[src/hdl/lr_pkg.sv]
// line rasterizer shared definitions: default coordinate width, queue depth
// and the status flags the command queue reports to the rest of the block
// no dependencies
`timescale 1ns / 1ps

package lr_pkg;

	// default coordinate width and depth of the command queue
	localparam int COORD_BITS_DEF = 6;
	localparam int QUEUE_DEPTH    = 2;

	// fill status of the command queue
	typedef struct packed {
		logic full;
		logic empty;
	} lr_qstat_t;

endpackage

[src/hdl/lr_front.sv]
// line rasterizer front end: takes a line command and works out direction,
// major axis, pixel count and the initial decision terms of the line
// depends on lr_pkg
`timescale 1ns / 1ps

module lr_front
	import lr_pkg::*;
#(
	parameter int COORD_BITS = COORD_BITS_DEF
) (
	input  logic                      start,
	input  logic                      full,
	input  logic [COORD_BITS-1:0]     start_x,
	input  logic [COORD_BITS-1:0]     start_y,
	input  logic [COORD_BITS-1:0]     end_x,
	input  logic [COORD_BITS-1:0]     end_y,
	output logic                      push,
	output logic [6*COORD_BITS+8:0]   job
);

	localparam int DW = COORD_BITS + 2;

	typedef struct packed {
		logic [COORD_BITS-1:0] x;
		logic [COORD_BITS-1:0] y;
		logic                  sx_neg;
		logic                  sy_neg;
		logic                  x_major;
		logic [COORD_BITS-1:0] count;
		logic signed [DW-1:0]  d;
		logic signed [DW-1:0]  inc_step;
		logic signed [DW-1:0]  inc_stay;
	} job_t;

	logic                  x_fwd;
	logic                  y_fwd;
	logic [COORD_BITS-1:0] adx;
	logic [COORD_BITS-1:0] ady;
	logic                  x_major;
	logic [COORD_BITS-1:0] major;
	logic [COORD_BITS-1:0] minor;
	logic signed [DW-1:0]  major_s;
	logic signed [DW-1:0]  minor_s;
	job_t                  j;

	// a transaction is taken when start is high and the queue has room
	assign push = start && !full;

	// extents and stepping direction on each axis
	assign x_fwd = (end_x >= start_x);
	assign y_fwd = (end_y >= start_y);
	assign adx   = x_fwd ? (end_x - start_x) : (start_x - end_x);
	assign ady   = y_fwd ? (end_y - start_y) : (start_y - end_y);

	// x is major on equal extents
	assign x_major = (adx >= ady);
	assign major   = x_major ? adx : ady;
	assign minor   = x_major ? ady : adx;
	assign major_s = $signed({2'b00, major});
	assign minor_s = $signed({2'b00, minor});

	// command record for the stepper
	always_comb begin
		j.x        = start_x;
		j.y        = start_y;
		j.sx_neg   = !x_fwd;
		j.sy_neg   = !y_fwd;
		j.x_major  = x_major;
		j.count    = major;
		j.d        = (minor_s <<< 1) - major_s;
		j.inc_step = (minor_s - major_s) <<< 1;
		j.inc_stay = minor_s <<< 1;
	end

	assign job = j;

endmodule

[src/hdl/lr_queue.sv]
// line rasterizer command queue: small fifo of prepared line commands that
// decouples the front end from the pixel stepper
// depends on lr_pkg
`timescale 1ns / 1ps

module lr_queue
	import lr_pkg::*;
#(
	parameter int W     = 45,
	parameter int DEPTH = QUEUE_DEPTH
) (
	input  logic         clk,
	input  logic         arst_n,
	input  logic         push,
	input  logic [W-1:0] wdata,
	input  logic         pop,
	output logic [W-1:0] rdata,
	output lr_qstat_t    qstat
);

	localparam int PW = (DEPTH > 1) ? $clog2(DEPTH) : 1;
	localparam int CW = $clog2(DEPTH + 1);

	logic [W-1:0]  mem_q [DEPTH];
	logic [PW-1:0] wr_ptr_q;
	logic [PW-1:0] rd_ptr_q;
	logic [CW-1:0] count_q;

	// status
	assign qstat.full  = (count_q == CW'(DEPTH));
	assign qstat.empty = (count_q == '0);
	assign rdata       = mem_q[rd_ptr_q];

	// storage write
	always_ff @(posedge clk) begin
		if (push) begin
			mem_q[wr_ptr_q] <= wdata;
		end
	end

	// pointers and fill count
	always_ff @(posedge clk or negedge arst_n) begin
		if (!arst_n) begin
			wr_ptr_q <= '0;
			rd_ptr_q <= '0;
			count_q  <= '0;
		end else begin
			if (push) begin
				wr_ptr_q <= (wr_ptr_q == PW'(DEPTH - 1)) ? '0 : wr_ptr_q + 1'b1;
			end
			if (pop) begin
				rd_ptr_q <= (rd_ptr_q == PW'(DEPTH - 1)) ? '0 : rd_ptr_q + 1'b1;
			end
			if (push && !pop) begin
				count_q <= count_q + 1'b1;
			end else if (pop && !push) begin
				count_q <= count_q - 1'b1;
			end
		end
	end

endmodule

[src/hdl/lr_stepper.sv]
// line rasterizer back end: loads one prepared command from the queue and
// steps the bresenham decision once per pixel, one pixel per cycle
// depends on lr_pkg
`timescale 1ns / 1ps

module lr_stepper
	import lr_pkg::*;
#(
	parameter int COORD_BITS = COORD_BITS_DEF
) (
	input  logic                    clk,
	input  logic                    arst_n,
	input  lr_qstat_t               qstat,
	input  logic [6*COORD_BITS+8:0] job,
	output logic                    pop,
	output logic                    strobe,
	output logic [COORD_BITS-1:0]   pixel_x,
	output logic [COORD_BITS-1:0]   pixel_y,
	output logic                    last_pixel
);

	localparam int DW = COORD_BITS + 2;

	typedef struct packed {
		logic [COORD_BITS-1:0] x;
		logic [COORD_BITS-1:0] y;
		logic                  sx_neg;
		logic                  sy_neg;
		logic                  x_major;
		logic [COORD_BITS-1:0] count;
		logic signed [DW-1:0]  d;
		logic signed [DW-1:0]  inc_step;
		logic signed [DW-1:0]  inc_stay;
	} job_t;

	job_t                  j;
	logic                  active_q;
	logic                  strobe_q;
	logic [COORD_BITS-1:0] x_q;
	logic [COORD_BITS-1:0] y_q;
	logic [COORD_BITS-1:0] cnt_q;
	logic                  sx_neg_q;
	logic                  sy_neg_q;
	logic                  x_major_q;
	logic signed [DW-1:0]  d_q;
	logic signed [DW-1:0]  inc_step_q;
	logic signed [DW-1:0]  inc_stay_q;
	logic [COORD_BITS-1:0] px_q;
	logic [COORD_BITS-1:0] py_q;
	logic                  last_q;
	logic                  minor_step;
	logic                  x_adv;
	logic                  y_adv;
	logic                  at_end;

	assign j = job;

	// take the next command once the current line is done
	assign pop = !active_q && !qstat.empty;

	// decision and axis advance for the current pixel
	assign minor_step = !d_q[DW-1] && (d_q != '0);
	assign x_adv      = x_major_q || minor_step;
	assign y_adv      = !x_major_q || minor_step;
	assign at_end     = (cnt_q == '0);

	// control
	always_ff @(posedge clk or negedge arst_n) begin
		if (!arst_n) begin
			active_q <= 1'b0;
			strobe_q <= 1'b0;
		end else begin
			strobe_q <= active_q;
			if (pop) begin
				active_q <= 1'b1;
			end else if (active_q && at_end) begin
				active_q <= 1'b0;
			end
		end
	end

	// line state and output pixel
	always_ff @(posedge clk) begin
		if (pop) begin
			x_q        <= j.x;
			y_q        <= j.y;
			cnt_q      <= j.count;
			sx_neg_q   <= j.sx_neg;
			sy_neg_q   <= j.sy_neg;
			x_major_q  <= j.x_major;
			d_q        <= j.d;
			inc_step_q <= j.inc_step;
			inc_stay_q <= j.inc_stay;
		end else if (active_q) begin
			if (x_adv) begin
				x_q <= sx_neg_q ? (x_q - 1'b1) : (x_q + 1'b1);
			end
			if (y_adv) begin
				y_q <= sy_neg_q ? (y_q - 1'b1) : (y_q + 1'b1);
			end
			d_q   <= minor_step ? (d_q + inc_step_q) : (d_q + inc_stay_q);
			cnt_q <= cnt_q - 1'b1;
		end
		px_q   <= x_q;
		py_q   <= y_q;
		last_q <= at_end;
	end

	assign strobe     = strobe_q;
	assign pixel_x    = px_q;
	assign pixel_y    = py_q;
	assign last_pixel = last_q;

endmodule

[src/hdl/line_rasterizer_core.sv]
// line rasterizer top level: bresenham line generator for all octants
// depends on lr_pkg, lr_front, lr_queue, lr_stepper
//
// usage
//   command channel: drive start_x/start_y/end_x/end_y with start high; the
//   transaction is taken at a rising edge where start is high and busy is
//   low. busy is high while the command queue holds two waiting lines.
//   pixel channel: one pixel per cycle within a line on pixel_x/pixel_y, marked by
//   strobe for exactly one cycle; last_pixel is high on the end point.
//   the receiver cannot stall, so pixels are never held back.
// line timing
//   a taken command waits in the queue while the stepper is busy; its first
//   pixel then passes through the stepper's line state and its output
//   register. a line of major extent m gives m+1 pixels in consecutive
//   cycles. the stepper draws one line at a time and loads the next command
//   only once the current line is done; the queue takes commands meanwhile.
// reset
//   arst_n low empties the queue and stops the stepper; no pixel is
//   emitted until a new command is taken.
`timescale 1ns / 1ps

module line_rasterizer_core
	import lr_pkg::*;
#(
	parameter int COORD_BITS = COORD_BITS_DEF
) (
	input  logic                  clk,
	input  logic                  arst_n,
	input  logic                  start,
	output logic                  busy,
	input  logic [COORD_BITS-1:0] start_x,
	input  logic [COORD_BITS-1:0] start_y,
	input  logic [COORD_BITS-1:0] end_x,
	input  logic [COORD_BITS-1:0] end_y,
	output logic                  strobe,
	output logic [COORD_BITS-1:0] pixel_x,
	output logic [COORD_BITS-1:0] pixel_y,
	output logic                  last_pixel
);

	localparam int JOB_W = 6 * COORD_BITS + 9;

	logic             push;
	logic             pop;
	logic [JOB_W-1:0] job_in;
	logic [JOB_W-1:0] job_out;
	lr_qstat_t        qstat;

	assign busy = qstat.full;

	// command classification
	lr_front #(
		.COORD_BITS(COORD_BITS)
	) u_front (
		.start   (start),
		.full    (qstat.full),
		.start_x (start_x),
		.start_y (start_y),
		.end_x   (end_x),
		.end_y   (end_y),
		.push    (push),
		.job     (job_in)
	);

	// command queue
	lr_queue #(
		.W     (JOB_W),
		.DEPTH (QUEUE_DEPTH)
	) u_queue (
		.clk    (clk),
		.arst_n (arst_n),
		.push   (push),
		.wdata  (job_in),
		.pop    (pop),
		.rdata  (job_out),
		.qstat  (qstat)
	);

	// pixel stepper
	lr_stepper #(
		.COORD_BITS(COORD_BITS)
	) u_stepper (
		.clk        (clk),
		.arst_n     (arst_n),
		.qstat      (qstat),
		.job        (job_out),
		.pop        (pop),
		.strobe     (strobe),
		.pixel_x    (pixel_x),
		.pixel_y    (pixel_y),
		.last_pixel (last_pixel)
	);

	// queue never underflows
	a_no_underflow: assert property (@(posedge clk) disable iff (!arst_n)
		pop |-> !qstat.empty)
		else $error("pop from empty command queue");

	// queue never overflows
	a_no_overflow: assert property (@(posedge clk) disable iff (!arst_n)
		push |-> !qstat.full)
		else $error("push into full command queue");

	// an accepted command is held in the queue the next cycle
	a_cmd_queued: assert property (@(posedge clk) disable iff (!arst_n)
		(start && !busy) |=> !qstat.empty)
		else $error("accepted command missing from queue");

	// pixels of one line come in consecutive cycles
	a_line_contiguous: assert property (@(posedge clk) disable iff (!arst_n)
		(strobe && !last_pixel) |=> strobe)
		else $error("gap inside a line");

endmodule
[config.mk]
export PLATFORM = sky130hd
export DESIGN_NAME = line_rasterizer_core
export DESIGN_NICKNAME = d
export VERILOG_FILES = /design/src/hdl/lr_pkg.sv /design/src/hdl/lr_front.sv /design/src/hdl/lr_queue.sv /design/src/hdl/lr_stepper.sv /design/src/hdl/line_rasterizer_core.sv
export SDC_FILE = /design/constraint.sdc
export NUM_CORES = 1
export LEC_CHECK = 0
export ABC_AREA = 1
export BUFFER_PORTS_ARGS = -buffer_cell sky130_fd_sc_hd__buf_4
export CAP_MARGIN = 30
export CORE_MARGIN = 2
export CORE_UTILIZATION = 45
export CTS_CLUSTER_DIAMETER = 120
export DETAILED_ROUTE_END_ITERATION = 8
export GPL_TIMING_DRIVEN = 0
export PLACE_DENSITY_LB_ADDON = 0.08
export SYNTH_ARGS = -nofsm -noshare
export SYNTH_HDL_FRONTEND = slang
export SYNTH_SLANG_ARGS = --single-unit
[constraint.sdc]
create_clock -name clk -period 4.51 [get_ports clk]
set_input_delay 0.902 -clock clk [delete_from_list [all_inputs] [get_ports clk]]
set_output_delay 0.902 -clock clk [all_outputs]
set_load 0.01 [all_outputs]
# Word-level counts from Yosys, hierarchy flattened
# Memories as Yosys holds them, arrays and structs flattened.
# Cells that the tools add are included.
# totals
n_memories	1
ramBits	84
out_inout_bits	15
reg_bits	64
input_bits	27
wordCells	91
# classes
n_lt_le_gt_ge	3
n_reduce_logical	27
eq_ne	1
mux	25
addsub	17
# mem_list
name	depth	width	rd	rd_ports_with_merged_regs	write_ports	line	text
u_queue.mem_q	2	42	1	0	1	lr_queue.sv:24	logic [W-1:0] mem_q [DEPTH];
# ops
op	count
$mux 6	14
$mux 8	3
$sub 6x6->6	4
$ge 6x6->1	3
$sub 6x1->6 const B	3
$add 8x8->8	2
$add 6x1->6 const B	2
$reduce_bool 2->1	5
$logic_not 1->1	9
$reduce_bool 8->1	1
$sub 7x6->8	1
$sub 6x6->7	1
$logic_and 1x1->1	6
$logic_not 6->1	1
$mux 1	6
$mux 2	2
$reduce_and 2->1	2
$add 1x1->1 const B	2
$add 2x1->2 const B	1
$eq 2x2->1 const B	1
$logic_not 2->1	1
$logic_or 1x1->1	2
$sub 2x1->2 const B	1

# Logic depth before layout (Yosys ltp)
# logic_depth
ltp_word	7
ltp_mapped	31
ltp_nobuf	30

# Modules after synthesis
# A second synthesis with hierarchy kept.
# unflattened
cells_unflattened	879
area_unflattened_um2	9157.5
# modules_own_cells
module	cells_each	area_each_um2	seq_area_each_um2	instances
lr_queue	165	3653.5	2802.7	1
lr_stepper	300	2961.6	1661.6	1
lr_front	414	2542.4	0.0	1

# Least setup slack after synthesis
# Ideal clock, no wire load.
# synth_timing
path_kind	input port to flip-flop
start	input port end_y[0]
end	memory u_queue.mem_q[0][19] in the netlist's numbering (data pin)
slack_ps	197
stages	27
required_ps	4253
setup_ps	257
arrival_ps	4056
path_buffers	1
path_cell_list	inv_1 > ha_1 > inv_1 > fa_1 > inv_1 > nand2_1 > nand3_1 > nand3_1 > nand2_1 > nand2_4 > ha_1 > nand2_2 > nor2_2 > nand2_2 > nand2_4 > buf_6 > nand2_1 > o21ai_2 > inv_1 > fa_1 > a21o_1 > nand2_1 > nand2_2 > nand2_1 > nand2_1 > nand3_1 > nand2_1
# synth_via
elab_chain_cells	5
# synth_rtl
item	line	text
start, declared	line_rasterizer_core.sv:34	input logic [COORD_BITS-1:0] end_y,
$sub 6x6->6 / $ge 6x6->1 (equally long branches)	lr_front.sv:53, lr_front.sv:51	
$mux 6 *	lr_front.sv:53	assign ady = y_fwd ? (end_y - start_y) : (start_y - end_y);
$ge 6x6->1 *	lr_front.sv:56	assign x_major = (adx >= ady);
net job_in[30]	line_rasterizer_core.sv:45	logic [JOB_W-1:0] job_in;
$mux 6 *	lr_front.sv:58	assign minor = x_major ? ady : adx;
net job_in[1]	line_rasterizer_core.sv:45	
$sub 7x6->8 *	lr_front.sv:70	j.d = (minor_s <<< 1) - major_s;
net job_in[22]	line_rasterizer_core.sv:45	
end, declared	lr_queue.sv:24	
# Mark *: on every way through the listed nets, which the timed path passes. The rest lies on a longest branch.

# Final worst setup path
# layout_timing
start	input port end_x[0]
end	memory u_queue.mem_q[1][19] in the netlist's numbering (data pin)
# layout_via
elab_chain_cells	5
# layout_rtl
item	line	text
start, declared	line_rasterizer_core.sv:33	input logic [COORD_BITS-1:0] end_x,
$sub 6x6->6 / $ge 6x6->1 (equally long branches)	lr_front.sv:52, lr_front.sv:50	
$mux 6 *	lr_front.sv:52	assign adx = x_fwd ? (end_x - start_x) : (start_x - end_x);
$ge 6x6->1 *	lr_front.sv:56	
net job_in[30]	line_rasterizer_core.sv:45	
$mux 6 *	lr_front.sv:58	
net job_in[1]	line_rasterizer_core.sv:45	
$sub 7x6->8 *	lr_front.sv:70	
net job_in[22]	line_rasterizer_core.sv:45	
# Marks and branches as above.

==> reports/qor.txt <==
STA
----------------------------------------------------------------------------------
Measured slew at the worst slew-check pin                                 0.951 ns
Worst slew slack as a fraction of its limit                                  36.3%
Setup repair after global routing missed its margin                           true
Share of the clock period used by the worst path                             94.7%
Max-slew violation count                                                         0
Final Setup Violations                                                           0
Final worst clock skew                                                  0.00896 ns
Final setup slack of the worst path                                       0.241 ns
Final setup TNS                                                               0 ns
Fin crit period                                                            4.27 ns
Fmax                                                                       234 MHz
Final count of hold timing violations                                            0

ROUTE
----------------------------------------------------------------------------------
Total Wirelength                                                         17,600 um
Post-detailed-route DRC marker count                                             0
Wirelength per Cell                                                        15.7 um
Vias after detailed routing                                                  5,568
DRT iter0 DRCs                                                                 333
Number of vias per cell after detailed routing                                4.97
Length of the first detailed-routing pass in iterations                          4
Number of nets still failing antenna checks after routing                        0

FLOORPLANNING
----------------------------------------------------------------------------------
Core ar.                                                               0.0172 mm^2
Starting density of the core                                                 45.8%
Die Width                                                                   136 um
Number of standard-cell rows in the floorplan                                   48
Number of placed I/O pins                                                       42
Die extent in y                                                             136 um
DIE AREA                                                               0.0185 mm^2

SYNTHESIS
----------------------------------------------------------------------------------
Ranking of synthesized cells by instance count                        nand2_1, edfxtp_1, inv_1, ha_1, nand3_1
Count of yosys warnings during synthesis                                         0
Cell with the most instances after synthesis                               nand2_1
Commonest register cell after synthesis                                   edfxtp_1
Synth async-reset ratio                                                      4.20%
Synthesized area divided by synthesized cell count                       9.67 um^2
Area fraction of the dominant cell type after synthesis                      47.4%
Largest area contributor in the synthesized netlist                       edfxtp_1
Library cells used by synthesis                                                 38
Post-synth net total                                                           897
Number of register bits inferred by synthesis                                  143
Post-synthesis sequential area ratio                                         52.6%
Number of synthesized flops with an enable pin                                 124
Synth Instances                                                                813
Synthesized cell area                                                 0.00786 mm^2
Cells taking the most area after synthesis                            edfxtp_1, nand2_1, ha_1

WORST SETUP PATH
----------------------------------------------------------------------------------
Most prevalent standard cell on the critical path                          nand2_1
Required time of the critical path                                         4.66 ns
Longest individual stage delay on the worst path                           0.40 ns
Endpoint class of the critical path                                           flop
Crit Path Category                                                    input port to flop
Cell at the slowest stage of the critical path                                ha_2
Crit path launch type                                                   input port
Biggest fanout along the worst timing path                                      11
Data arrival time of the critical path                                     4.42 ns

GLOBAL ROUTING
----------------------------------------------------------------------------------
Global route hottest layer                                                    met2
Total gr overflow                                                                0
Global-route track usage on met2                                             34.3%
Number of antenna violations at the first check in global routing                0
Met1 GRT Util                                                                26.0%
First-pass GRT wire length                                               28,600 um
Via count of the first global-routing pass                                   5,664
Largest net degree at the start of global routing                               29
Total global-route track usage                                               20.1%
Met3 demand-to-capacity share in global routing                              3.47%

CTS
----------------------------------------------------------------------------------
CTS clk-pin slew, worst paths                                              0.06 ns
CTS Buf Count                                                                   17
Hold bufs inserted after CTS                                                     0
Root Buffer                                                              clkbuf_16
Clock network latency to the later pin of the worst-skew pair              0.41 ns
Number of H-tree levels                                                          4
Clock sink count                                                               143
TritonCTS clock tree                                                         built
Max clock buf depth                                                              2

PLACED DESIGN
----------------------------------------------------------------------------------
Pre-CTS setup slack                                                      -0.547 ns
Estimated wirelength of the detail-placed design                         13,200 um
PortBufs                                                                        41
Final weighted congestion in routability-driven placement                    0.871

LAYOUT
----------------------------------------------------------------------------------
Share of final-layout standard cells stronger than drive strength 1          20.1%
Count of nets after finishing                                                  966
Area Overhead vs Synth                                                       18.0%
Inserted Diodes                                                                  0

HOLD PATH
----------------------------------------------------------------------------------
Worst min-delay path class                                            input port to asynchronous set/reset pin

POWER AND IR DROP
----------------------------------------------------------------------------------
Total power after layout                                                 0.00711 W
Max rail drop VDD                                                         0.351 mV
Power density over the cells                                           766 mW/mm^2
Leak                                                                       4.22 nW

RUN
----------------------------------------------------------------------------------
Max-Cap Viols                                                                    0

RUN STATUS
----------------------------------------------------------------------------------
Status                                                                   completed

[cell families after synthesis]
group / count (synthesis) / synth area share, %
compound gates: 76 / 5.78
xor+xnor: 33 / 3.68
fa+ha+maj: 57 / 9.83
buf+inv: 133 / 6.78
flops: 143 / 52.6
mux: 6 / 0.859
simple gates: 365 / 20.5
[critical path: cells and delay by family]
| family | cells | cell delay (ns) |
|---|---|---|
| AND/OR/NAND/NOR | 16 | 1.43 |
| adder cells (fa/ha/maj) | 4 | 1.28 |
| buffers and inverters | 6 | 0.55 |
| AO/OA/AOI/OAI | 2 | 0.24 |
[sequential cells by signal (all words and copies together) (netlist names), 2 cells and up]
| register | cells |
|---|---|
| u_queue.count_q | 2 |
| u_queue.mem_q | 82 |
| u_stepper.cnt_q | 6 |
| u_stepper.d_q | 8 |
| u_stepper.inc_stay_q | 6 |
| u_stepper.inc_step_q | 7 |
| u_stepper.pixel_x | 6 |
| u_stepper.pixel_y | 6 |
| u_stepper.x_q | 6 |
| u_stepper.y_q | 6 |
[what timing repair did]
item,4_1_cts,5_1_grt
setup buffers,1,6
resized for setup,5,28
pin swaps,2,6
endpoints found under the setup margin,6,10
[layout make-up]
| cell class | instances | area [um^2] |
|---|---|---|
| multi-input cells | 537 | 3360 |
| well taps | 225 | 282 |
| clock buffers | 17 | 425 |
| fillers | 1572 | 7900 |
| repair buffers | 50 | 400 |
| plain buffers | 20 | 111 |
| flip-flops and latches | 143 | 4130 |
| clock inverters | 15 | 136 |
| inverters | 113 | 427 |
[path summary, 6_finish.rpt]
| path | endpoint | depth (start not counted) | slack, ns | startpoint |
|---|---|---|---|---|
| hold reg to reg | u_stepper.pixel_y[4] | 0 | 0.37 | u_stepper.y_q[4] |
| setup reg to reg | u_stepper.d_q[7] | 16 | 1.13 | u_stepper.d_q[1] |
| min in group clk | u_stepper.pixel_y[4] | 0 | 0.37 | u_stepper.y_q[4] |
| setup / recovery | u_queue.mem_q[1][19] | 28 | 0.24 | end_x[0] |
| hold / removal | u_stepper.strobe | 1 | 0.29 | arst_n |
| max in group asynchronous | u_queue.rd_ptr_q | 1 | 4.11 | arst_n |
[layout by cell type, fill, tap and decap left out, drive strengths merged, types with 5 or more instances in the layout]
| cell | instances |
|---|---|
| or2 | 10 |
| a31oi | 10 |
| dfxtp | 13 |
| ha | 49 |
| inv | 118 |
| nor2 | 31 |
| a21oi | 25 |
| dfrtp | 6 |
| fa | 8 |
| o21ai | 25 |
| xnor2 | 6 |
| clkinvlp | 5 |
| o211ai | 11 |
| mux2 | 6 |
| clkbuf | 31 |
| nand2 | 268 |
| nand3 | 48 |
| edfxtp | 124 |
| xor2 | 27 |
| buf | 56 |
[metrics by stage]
| step | cell area [um^2] | utilization, % | hold WS, ns | std cells |
|---|---|---|---|---|
| 5_1_grt | 9280 | 54.0 | 0.267 | 1120 |
| 4_1_cts | 9120 | 53.1 | 0.272 | 1114 |
| 3_3_place_gp | 8450 | 49.2 | 0.358 | 1079 |
| 6_report | 9280 | 54.0 | 0.286 | 1120 |
| 2_1_floorplan | 7860 | - | 0.352 | 813 |
| 3_5_place_dp | 8510 | 49.5 | 0.361 | 1081 |
[report_power, final]
part	leakage [nW]	switching (W)	internal (W)
Sequential	1.35	0.000190	0.00231
Clock	0.262	0.000548	0.000765
Combinational	2.60	0.00208	0.00121
Total	4.22	0.00282	0.00428
[per-layer routing]
layer | vias up | wire (um) | part of all wire [%]
li1 | 2805 | - | -
met1 | 2668 | 7970 | 45
met2 | 82 | 8780 | 50
met3 | 13 | 581 | 3.3
met4 | 0 | 246 | 1.4
met5 | - | 0 | 0
No activity file was read; power rests on OpenSTA's default activity.
